--- config.mk ---
export PLATFORM = sky130hd
export DESIGN_NAME = ordered_list_engine_core
export DESIGN_NICKNAME = d
export VERILOG_FILES = /design/src/ole_pkg.sv /design/src/ordered_list_engine_core.sv /design/src/ole_ctrl.sv /design/src/ole_dp.sv
export SDC_FILE = /design/constraint.sdc
export NUM_CORES = 1
export LEC_CHECK = 0
export BUFFER_PORTS_ARGS = -buffer_cell sky130_fd_sc_hd__buf_2
export CAP_MARGIN = 30
export CORE_MARGIN = 2
export CORE_UTILIZATION = 62
export CTS_CLUSTER_DIAMETER = 30
export DETAILED_ROUTE_END_ITERATION = 7
export HOLD_SLACK_MARGIN = 0.1
export PLACE_DENSITY = 0.9
export SKIP_CTS_REPAIR_TIMING = 1
export SLEW_MARGIN = 20
export SYNTH_ARGS = -nofsm -noshare
export SYNTH_HDL_FRONTEND = slang
export SYNTH_HIERARCHICAL = 1
export SYNTH_SLANG_ARGS = --single-unit
export TNS_END_PERCENT = 1
--- constraint.sdc ---
create_clock -name clk -period 6.8 [get_ports clk]
set_input_delay 1.36 -clock clk [delete_from_list [all_inputs] [get_ports clk]]
set_output_delay 1.36 -clock clk [all_outputs]
set_load 0.05 [all_outputs]
--- src/ole_pkg.sv ---
// Package for the ordered list engine: sizes, command and status codes,
// controller states and the command/status structs between controller and datapath.
// Depends on nothing.
`timescale 1ns / 1ps
`default_nettype none

package ole_pkg;

    localparam int CAPACITY = 32;
    localparam int CNT_W    = $clog2(CAPACITY + 1);
    localparam int ADDR_W   = (CAPACITY > 1) ? $clog2(CAPACITY) : 1;
    localparam int DATA_W   = 32;

    localparam logic [2:0] CMD_APPEND   = 3'd0;
    localparam logic [2:0] CMD_REM_TAIL = 3'd1;
    localparam logic [2:0] CMD_REM_VAL  = 3'd2;
    localparam logic [2:0] CMD_DUMP_FWD = 3'd3;
    localparam logic [2:0] CMD_DUMP_BWD = 3'd4;

    localparam logic [1:0] STS_OK        = 2'd0;
    localparam logic [1:0] STS_EMPTY     = 2'd1;
    localparam logic [1:0] STS_NOT_FOUND = 2'd2;
    localparam logic [1:0] STS_FULL      = 2'd3;

    typedef enum logic [1:0] {
        S_IDLE,
        S_SEARCH,
        S_SHIFT,
        S_DUMP
    } state_t;

    typedef struct packed {
        logic       load;
        logic       fwd;
        logic       rd_en;
        logic       push;
        logic       shift;
        logic       cnt_dec;
        logic       out_en;
        logic [1:0] out_status;
        logic       out_item;
        logic       out_last;
    } dp_cmd_t;

    typedef struct packed {
        logic empty;
        logic full;
        logic scan_vld;
        logic hit;
        logic at_end;
    } dp_sts_t;

endpackage

`default_nettype wire

--- src/ordered_list_engine_core.sv ---
// Ordered list engine, top level: command port, controller and datapath.
// Depends on ole_pkg, ole_ctrl and ole_dp.
// Append, remove-tail and any defined command on an empty list: result in the cycle after the transfer.
// Remove-value: search, then close up the gap, one entry a cycle; result in the first cycle idle.
// Dumps: one result a cycle; each entry passes the walk pointer, read and result registers.
// Results cannot be stalled. Reset (rst_n low, asynchronous) empties the list.
`timescale 1ns / 1ps
`default_nettype none

module ordered_list_engine_core (
    input  wire logic                              clk,
    input  wire logic                              rst_n,
    input  wire logic                              start,
    output logic                                   busy,
    input  wire logic [2:0]                        cmd,
    input  wire logic signed [ole_pkg::DATA_W-1:0] value,
    output logic                                   strobe,
    output logic [1:0]                             status,
    output logic signed [ole_pkg::DATA_W-1:0]      item,
    output logic                                   last
);

    ole_pkg::dp_cmd_t dp_cmd;
    ole_pkg::dp_sts_t sts;

    ole_ctrl u_ctrl (
        .clk    (clk),
        .rst_n  (rst_n),
        .start  (start),
        .cmd    (cmd),
        .sts    (sts),
        .busy   (busy),
        .dp_cmd (dp_cmd)
    );

    ole_dp u_dp (
        .clk    (clk),
        .rst_n  (rst_n),
        .value  (value),
        .dp_cmd (dp_cmd),
        .sts    (sts),
        .strobe (strobe),
        .status (status),
        .item   (item),
        .last   (last)
    );

`ifndef SYNTH
    a_more_follows: assert property (@(posedge clk) disable iff (!rst_n)
        strobe && !last |-> busy)
        else $error("dump result without last mark while engine idle");

    a_error_is_last: assert property (@(posedge clk) disable iff (!rst_n)
        strobe && (status != ole_pkg::STS_OK) |-> last)
        else $error("error status not on final result");

    a_item_only_ok: assert property (@(posedge clk) disable iff (!rst_n)
        strobe && (item != '0) |-> (status == ole_pkg::STS_OK))
        else $error("non-zero item with error status");

    a_append_reply: assert property (@(posedge clk) disable iff (!rst_n)
        start && !busy && (cmd == ole_pkg::CMD_APPEND) |=> strobe && last && !busy)
        else $error("append transfer without single reply");
`endif

endmodule

`default_nettype wire

--- src/ole_ctrl.sv ---
// Controller for the ordered list engine: command decode and walk sequencing.
// Depends on ole_pkg.
`timescale 1ns / 1ps
`default_nettype none

module ole_ctrl (
    input  wire logic             clk,
    input  wire logic             rst_n,
    input  wire logic             start,
    input  wire logic [2:0]       cmd,
    input  wire ole_pkg::dp_sts_t sts,
    output logic                  busy,
    output ole_pkg::dp_cmd_t      dp_cmd
);

    ole_pkg::state_t state_reg;
    ole_pkg::state_t state_next;

    always_ff @(posedge clk or negedge rst_n)
    begin
        if (!rst_n)
        begin
            state_reg <= ole_pkg::S_IDLE;
        end
        else
        begin
            state_reg <= state_next;
        end
    end

    always_comb
    begin
        state_next = state_reg;
        case (state_reg)
            ole_pkg::S_IDLE:
            begin
                if (start && !sts.empty)
                begin
                    case (cmd)
                        ole_pkg::CMD_REM_VAL:  state_next = ole_pkg::S_SEARCH;
                        ole_pkg::CMD_DUMP_FWD,
                        ole_pkg::CMD_DUMP_BWD: state_next = ole_pkg::S_DUMP;
                        default:               state_next = ole_pkg::S_IDLE;
                    endcase
                end
            end
            ole_pkg::S_SEARCH:
            begin
                if (sts.hit)
                begin
                    state_next = sts.at_end ? ole_pkg::S_IDLE : ole_pkg::S_SHIFT;
                end
                else if (sts.scan_vld && sts.at_end)
                begin
                    state_next = ole_pkg::S_IDLE;
                end
            end
            ole_pkg::S_SHIFT:
            begin
                if (sts.at_end)
                begin
                    state_next = ole_pkg::S_IDLE;
                end
            end
            ole_pkg::S_DUMP:
            begin
                if (sts.scan_vld && sts.at_end)
                begin
                    state_next = ole_pkg::S_IDLE;
                end
            end
            default: state_next = ole_pkg::S_IDLE;
        endcase
    end

    always_comb
    begin
        dp_cmd = '0;
        dp_cmd.out_status = ole_pkg::STS_OK;
        busy = (state_reg != ole_pkg::S_IDLE);
        case (state_reg)
            ole_pkg::S_IDLE:
            begin
                if (start)
                begin
                    case (cmd)
                        ole_pkg::CMD_APPEND:
                        begin
                            dp_cmd.out_en   = 1'b1;
                            dp_cmd.out_last = 1'b1;
                            if (sts.full)
                            begin
                                dp_cmd.out_status = ole_pkg::STS_FULL;
                            end
                            else
                            begin
                                dp_cmd.push = 1'b1;
                            end
                        end
                        ole_pkg::CMD_REM_TAIL:
                        begin
                            dp_cmd.out_en   = 1'b1;
                            dp_cmd.out_last = 1'b1;
                            if (sts.empty)
                            begin
                                dp_cmd.out_status = ole_pkg::STS_EMPTY;
                            end
                            else
                            begin
                                dp_cmd.cnt_dec = 1'b1;
                            end
                        end
                        ole_pkg::CMD_REM_VAL,
                        ole_pkg::CMD_DUMP_FWD,
                        ole_pkg::CMD_DUMP_BWD:
                        begin
                            if (sts.empty)
                            begin
                                dp_cmd.out_en     = 1'b1;
                                dp_cmd.out_last   = 1'b1;
                                dp_cmd.out_status = ole_pkg::STS_EMPTY;
                            end
                            else
                            begin
                                dp_cmd.load = 1'b1;
                                dp_cmd.fwd  = (cmd != ole_pkg::CMD_DUMP_BWD);
                            end
                        end
                        default:
                        begin
                            dp_cmd.load = 1'b0;
                        end
                    endcase
                end
            end
            ole_pkg::S_SEARCH:
            begin
                dp_cmd.rd_en = 1'b1;
                if (sts.hit)
                begin
                    if (sts.at_end)
                    begin
                        dp_cmd.cnt_dec  = 1'b1;
                        dp_cmd.out_en   = 1'b1;
                        dp_cmd.out_last = 1'b1;
                    end
                end
                else if (sts.scan_vld && sts.at_end)
                begin
                    dp_cmd.out_en     = 1'b1;
                    dp_cmd.out_last   = 1'b1;
                    dp_cmd.out_status = ole_pkg::STS_NOT_FOUND;
                end
            end
            ole_pkg::S_SHIFT:
            begin
                dp_cmd.rd_en = 1'b1;
                dp_cmd.shift = 1'b1;
                if (sts.at_end)
                begin
                    dp_cmd.cnt_dec  = 1'b1;
                    dp_cmd.out_en   = 1'b1;
                    dp_cmd.out_last = 1'b1;
                end
            end
            ole_pkg::S_DUMP:
            begin
                dp_cmd.rd_en = 1'b1;
                if (sts.scan_vld)
                begin
                    dp_cmd.out_en   = 1'b1;
                    dp_cmd.out_item = 1'b1;
                    dp_cmd.out_last = sts.at_end;
                end
            end
            default:
            begin
                busy = 1'b0;
            end
        endcase
    end

endmodule

`default_nettype wire

--- src/ole_dp.sv ---
// Datapath for the ordered list engine: entry memory, fill count, walk pointers
// and the registered result ports. Depends on ole_pkg.
`timescale 1ns / 1ps
`default_nettype none

module ole_dp (
    input  wire logic                          clk,
    input  wire logic                          rst_n,
    input  wire logic signed [ole_pkg::DATA_W-1:0] value,
    input  wire ole_pkg::dp_cmd_t              dp_cmd,
    output ole_pkg::dp_sts_t                   sts,
    output logic                               strobe,
    output logic [1:0]                         status,
    output logic signed [ole_pkg::DATA_W-1:0]  item,
    output logic                               last
);

    logic [ole_pkg::DATA_W-1:0] mem [ole_pkg::CAPACITY];

    logic [ole_pkg::CNT_W-1:0]  count_reg, count_next;
    logic [ole_pkg::CNT_W-1:0]  idx_reg, idx_next;
    logic [ole_pkg::CNT_W-1:0]  pos_reg, pos_next;
    logic                       fwd_reg, fwd_next;
    logic                       scan_vld_reg;
    logic [ole_pkg::DATA_W-1:0] val_reg;
    logic [ole_pkg::DATA_W-1:0] rd_data_reg;
    logic                       strobe_reg;
    logic [1:0]                 status_reg;
    logic [ole_pkg::DATA_W-1:0] item_reg;
    logic                       last_reg;

    logic [ole_pkg::CNT_W-1:0]  count_m1;
    logic [ole_pkg::CNT_W-1:0]  pos_m1;
    logic                       wr_en;
    logic [ole_pkg::ADDR_W-1:0] wr_addr;
    logic [ole_pkg::DATA_W-1:0] wr_data;

    assign count_m1 = count_reg - ole_pkg::CNT_W'(1);
    assign pos_m1   = pos_reg - ole_pkg::CNT_W'(1);

    always_comb
    begin
        count_next = count_reg;
        idx_next   = idx_reg;
        pos_next   = pos_reg;
        fwd_next   = fwd_reg;
        if (dp_cmd.push)
        begin
            count_next = count_reg + ole_pkg::CNT_W'(1);
        end
        else if (dp_cmd.cnt_dec)
        begin
            count_next = count_m1;
        end
        if (dp_cmd.load)
        begin
            fwd_next = dp_cmd.fwd;
            idx_next = dp_cmd.fwd ? '0 : count_m1;
        end
        else if (dp_cmd.rd_en)
        begin
            pos_next = idx_reg;
            idx_next = fwd_reg ? (idx_reg + ole_pkg::CNT_W'(1))
                               : (idx_reg - ole_pkg::CNT_W'(1));
        end
    end

    always_ff @(posedge clk or negedge rst_n)
    begin
        if (!rst_n)
        begin
            count_reg    <= '0;
            idx_reg      <= '0;
            pos_reg      <= '0;
            fwd_reg      <= 1'b1;
            scan_vld_reg <= 1'b0;
            strobe_reg   <= 1'b0;
        end
        else
        begin
            count_reg    <= count_next;
            idx_reg      <= idx_next;
            pos_reg      <= pos_next;
            fwd_reg      <= fwd_next;
            scan_vld_reg <= dp_cmd.rd_en;
            strobe_reg   <= dp_cmd.out_en;
        end
    end

    // write port: append at the tail, or close up one slot towards the head
    assign wr_en   = dp_cmd.push || dp_cmd.shift;
    assign wr_addr = dp_cmd.shift ? pos_m1[ole_pkg::ADDR_W-1:0]
                                  : count_reg[ole_pkg::ADDR_W-1:0];
    assign wr_data = dp_cmd.shift ? rd_data_reg : value;

    always_ff @(posedge clk)
    begin
        if (wr_en)
        begin
            mem[wr_addr] <= wr_data;
        end
        if (dp_cmd.rd_en)
        begin
            rd_data_reg <= mem[idx_reg[ole_pkg::ADDR_W-1:0]];
        end
        if (dp_cmd.load)
        begin
            val_reg <= value;
        end
        if (dp_cmd.out_en)
        begin
            status_reg <= dp_cmd.out_status;
            item_reg   <= dp_cmd.out_item ? rd_data_reg : '0;
            last_reg   <= dp_cmd.out_last;
        end
    end

    always_comb
    begin
        sts.empty    = (count_reg == '0);
        sts.full     = (count_reg == ole_pkg::CNT_W'(ole_pkg::CAPACITY));
        sts.scan_vld = scan_vld_reg;
        sts.hit      = scan_vld_reg && (rd_data_reg == val_reg);
        sts.at_end   = fwd_reg ? (pos_reg == count_m1) : (pos_reg == '0);
    end

    assign strobe = strobe_reg;
    assign status = status_reg;
    assign item   = item_reg;
    assign last   = last_reg;

endmodule

`default_nettype wire
# Yosys cells after proc, flatten, opt, wreduce, memory -nomap -nowiden
# Memories as Yosys holds them, arrays and structs flattened. A register that Yosys moved wholly into a read port is not among the register bits.
# Cells that the tools add are included.
classes:
  n_reduce_logical: 18
  shift: 0
  magnitude_cmp: 0
  mul: 0
  n_div: 0
  addsub: 5
  n_mux: 54
  n_eq_ne: 13
  bitwise: 1
op_table:
  columns: ["op", "n"]
  rows:
  - ["$mux 6", 6]
  - ["$eq 32x32->1", 1]
  - ["$mux 32", 1]
  - ["$mux 2", 12]
  - ["$mux 1", 23]
  - ["$add 6x1->6 const B", 2]
  - ["$logic_not 6->1", 2]
  - ["$sub 6x1->6 const B", 2]
  - ["$pmux 3 s3", 1]
  - ["$pmux 1 s4", 2]
  - ["$pmux 2 s2", 2]
  - ["$pmux 2 s4", 1]
  - ["$eq 3x2->1 const B", 2]
  - ["$eq 6x6->1", 1]
  - ["$eq 6x6->1 const B", 1]
  - ["$mux 3", 2]
  - ["$reduce_bool 2->1", 3]
  - ["$reduce_or 3->1", 2]
  - ["$mux 5", 1]
  - ["$sub 5x1->5 const B", 1]
  - ["$eq 2x2->1 const B", 2]
  - ["$mux 4", 1]
  - ["$ne 2x1->1 const B", 2]
  - ["$reduce_and 2->1", 2]
  - ["13 further kinds", 16]
word_totals:
  mem_count: 1
  latch_bits: 0
  input_bits: 38
  ff_bits: 90
  mem_bits_ro: 0
  wordCells: 103
  output_inout_bits: 37
  mem_bits_rw: 1024
memory_table:
  columns: ["memory", "depth", "width", "rd", "rd_ports_with_merged_regs", "wr", "line_no", "source"]
  rows:
  - ["u_dp.mem", 32, 32, 1, 1, 1, "ole_dp.sv:18", "logic [ole_pkg::DATA_W-1:0] mem [ole_pkg::CAPACITY];"]

# Depth between registers and ports, before layout
depth:
  ltp_word: 8
  ltp_mapped: 14
  depth_no_buf: 12

# Hierarchy
# Netlist, hierarchy kept.
modules_own_cells:
  columns: ["mod", "cells_each", "area_per_inst_um2", "instances", "seq_area_each_um2"]
  rows:
  - ["ole_dp", 1868, 44315.0, 1, 34249.1]
  - ["ole_ctrl", 46, 326.6, 1, 50.0]

# Worst setup path after synthesis
# Ideal clock, no wire load.
synth_timing:
  path_type: "input -> register"
  start: "input port start"
  end: "memory u_dp/mem[22][0] (netlist bit) (enable)"
  setup_ps: 461
  required_ps: 6339
  stages: 7
  n_path_buf: 1
  slack_ps: 1132
  arrival_time_ps: 5207
  cell_sequence: "or3b_4 > or4_4 > nor2_1 > clkbuf_1 > nand2_1 > o32a_1 > nor3_1"
synth_lines:
  columns: ["element", "line_no", "source"]
  rows:
  - ["start, declared", "ordered_list_engine_core.sv:13", "input wire logic start,"]
  - ["end, declared", "ole_dp.sv:18", null]

==> flow_metrics.tcl <==
set metrics [dict create \
    whs_ns 0.549 \
    grt_max_degree 111 \
    synth_enable_flop_cells 1123 \
    multi_input_area_sq_mm 0.0100 \
    synthFlopType "edfxtp_1" \
    ys_types 54 \
    fill_cells 3539 \
    dieHeight_microns 272 \
    hold_path.class "flip-flop to flip-flop" \
    setup_violations 0 \
    slew_violations 0 \
    startpoint_type "input pin" \
    io_pins 75 \
    ant_nets 0 \
    largest_reg_flops 1024 \
    drive_gt1_share_pct 37.8 \
    yosysMostFrequentCell "edfxtp_1" \
    tns_ns 0 \
    clock_latency_ns 0.76 \
    synth_area_leaders "edfxtp_1 76%, mux4_2 16%, mux2_2 1.7%, dfrtp_1 1.2%, xor2_1 0.73%" \
    antenna_found_initial 3 \
    grt_pass1_vias 24000 \
    worst_slack_ns 2.27 \
    ir_worst_vdd_mv 0.712 \
    period_needed_ns 4.53 \
    die_area_sq_mm 0.0742 \
    cts_made_buffers 161 \
    dp_hpwl_microns 65800 \
    power.leakage_uw 0.0168 \
    nets 2155 \
    dr.pass1.iters 6 \
    grt_overflow 0 \
    drv_cap 0 \
    viasPerCell 7.36 \
    synth_commonest_cells "1123 x edfxtp_1, 320 x mux4_2, 69 x mux2_2" \
    cp.required_ns 7.20 \
    regMostFlops "u_dp/mem" \
    hold_viol_final 0 \
    path_clk_slew_ns 0.06 \
    cts_tree "yes" \
    start_util_pct 62.6 \
    register_area_sq_mm 0.0343 \
    tightest_slew_ns 0.990 \
    path_max_fanout 23 \
    async_reset_ff_share_pct 2.01 \
    ys_seq_area_share_pct 76.8 \
    preCtsSetupSlack_ns 1.70 \
    cp.arrival_ns 4.93 \
    row_count 98 \
    min_period_over_period_pct 66.7 \
    cp-end-kind "flip-flop" \
    dr_total_vias 23500 \
    crit_type "input pin to flip-flop" \
    cts.sinks 1146 \
    maxSlewHeadroom_pct 34.0 \
    postSynthCellCount 1914 \
    die_w_microns 272 \
    area_growth_pct 16.6 \
    remaining_drc_errors 0 \
    globalRouteTotalUtil_pct 36.0 \
    fin_skew_ns 0.0424 \
    max_freq_ghz 0.221 \
    syn_avg_cell_area_sq_um 23.3 \
    clock_path_buffers 3 \
    cts_max_level 4 \
    wl_microns 130000 \
    syn_nets 1961 \
    yosysTopAreaCellShare_pct 75.5 \
    core_region_area_sq_mm 0.0714 \
    numPortBuffers 74 \
    total_power_uw 26200 \
    synth_top_area_cell "edfxtp_1" \
    synth_area_sq_mm 0.0446 \
    drtIter0Drc 4038 \
    yosys_register_bits 1146 \
    outcome "completed" \
    ys_warn_count 6 \
    cts-root-buf "clkbuf_16" \
    grt_pass1_wl_microns 184000 \
    rsz0062_at_grt "false" \
    power_density_mw_per_mm2 504 \
    wl_per_cell_microns 40.6 \
    gp_congestion 0.915 \
]
[cells by family (layout without fill, tap and decap cells)]
| group | Yosys count | count (layout) | share of synthesized area, % |
|---|---|---|---|
| AOI/OAI and AO/OA | 48 | 48 | 0.737 |
| DFF | 1146 | 1146 | 76.8 |
| and+or+nand+nor | 151 | 151 | 1.90 |
| muxes | 393 | 393 | 18.0 |
| other | 0 | 1 | 0 |
| buffers and inverters | 115 | 443 | 1.21 |
| xor gates and xnor gates | 52 | 52 | 1.08 |
| adders and majority gates | 9 | 9 | 0.269 |
[area by class of cell]
class	count	area share (%)
flip-flops and latches	1146	65.9
multi-input cells	653	19.2
clock buffers	171	7.93
clock inverters	126	2.66
well taps	950	2.28
repair buffers	135	1.93
inverters	11	0.0841
diodes	1	0.00481
[cell usage in the layout (no fill, tap or decap), types with 9 or more instances in the layout]
cell / Yosys / routed
bufinv_16: 0 / 16
o21ai_0: 10 / 10
dfrtp_1: 22 / 18
buf_12: 0 / 10
mux4_2: 320 / 320
buf_4: 21 / 46
xnor2_1: 13 / 13
clkbuf_16: 0 / 164
nor2_1: 11 / 10
nand2_1: 15 / 14
clkinv_4: 0 / 16
xor2_1: 37 / 37
clkinv_1: 0 / 15
nor3_2: 0 / 30
nand3_1: 10 / 9
clkinvlp_4: 0 / 16
edfxtp_1: 1123 / 1123
inv_1: 11 / 10
inv_6: 0 / 30
clkinv_2: 0 / 16
and2_1: 32 / 32
mux2_2: 69 / 69
buf_2: 10 / 74
[critical path, cell delays in order]
cell and delay (ns):
buf_2 0.08, or3b_4 0.39, or4_4 0.44, nor2_1 0.58, nand2_1 0.17, nor3_1 0.27, a31oi_2 0.24, nor3_2 0.89
buf_4 0.50
[where the power goes]
| part | switching, uW | internal, uW |
|---|---|---|
| clock network | 3530 | 5140 |
| logic | 4830 | 2880 |
| registers | 536 | 9300 |
[path summary, 6_finish.rpt]
kind,from,to,slack (ns),depth (start not counted)
max,start,u_dp/mem[5][7],2.27,9
min,u_dp/idx_reg[5],u_dp/pos_reg[5],0.55,1
max reg2reg,u_ctrl/state_reg[1],u_dp/mem[5][7],2.51,8
min reg2reg,u_dp/idx_reg[5],u_dp/pos_reg[5],0.55,1
max in group asynchronous,rst_n,u_dp/idx_reg[1],5.76,1
min in group asynchronous,rst_n,u_dp/count_reg[0],0.61,1
[routing by layer]
| layer | wire [microns] | track usage, % | share of wire, % |
|---|---|---|---|
| met1 | 41300 | 45.2 | 32 |
| met2 | 65300 | 59.1 | 50 |
| met3 | 13700 | 6.90 | 11 |
| met4 | 9450 | 21.9 | 7.3 |
| met5 | 8 | 0 | 0.0062 |
[per-stage QoR]
step                area (sq um)  utilization [%]  std cells
finish                     52100             73.0       3193
CTS                        52000             72.8       3186
floorplan                  44600                -       1914
global route               52100             73.0       3192
detailed placement         46500             65.1       2889
global placement           46400             65.0       2887
(Power assumes the default switching activity.)
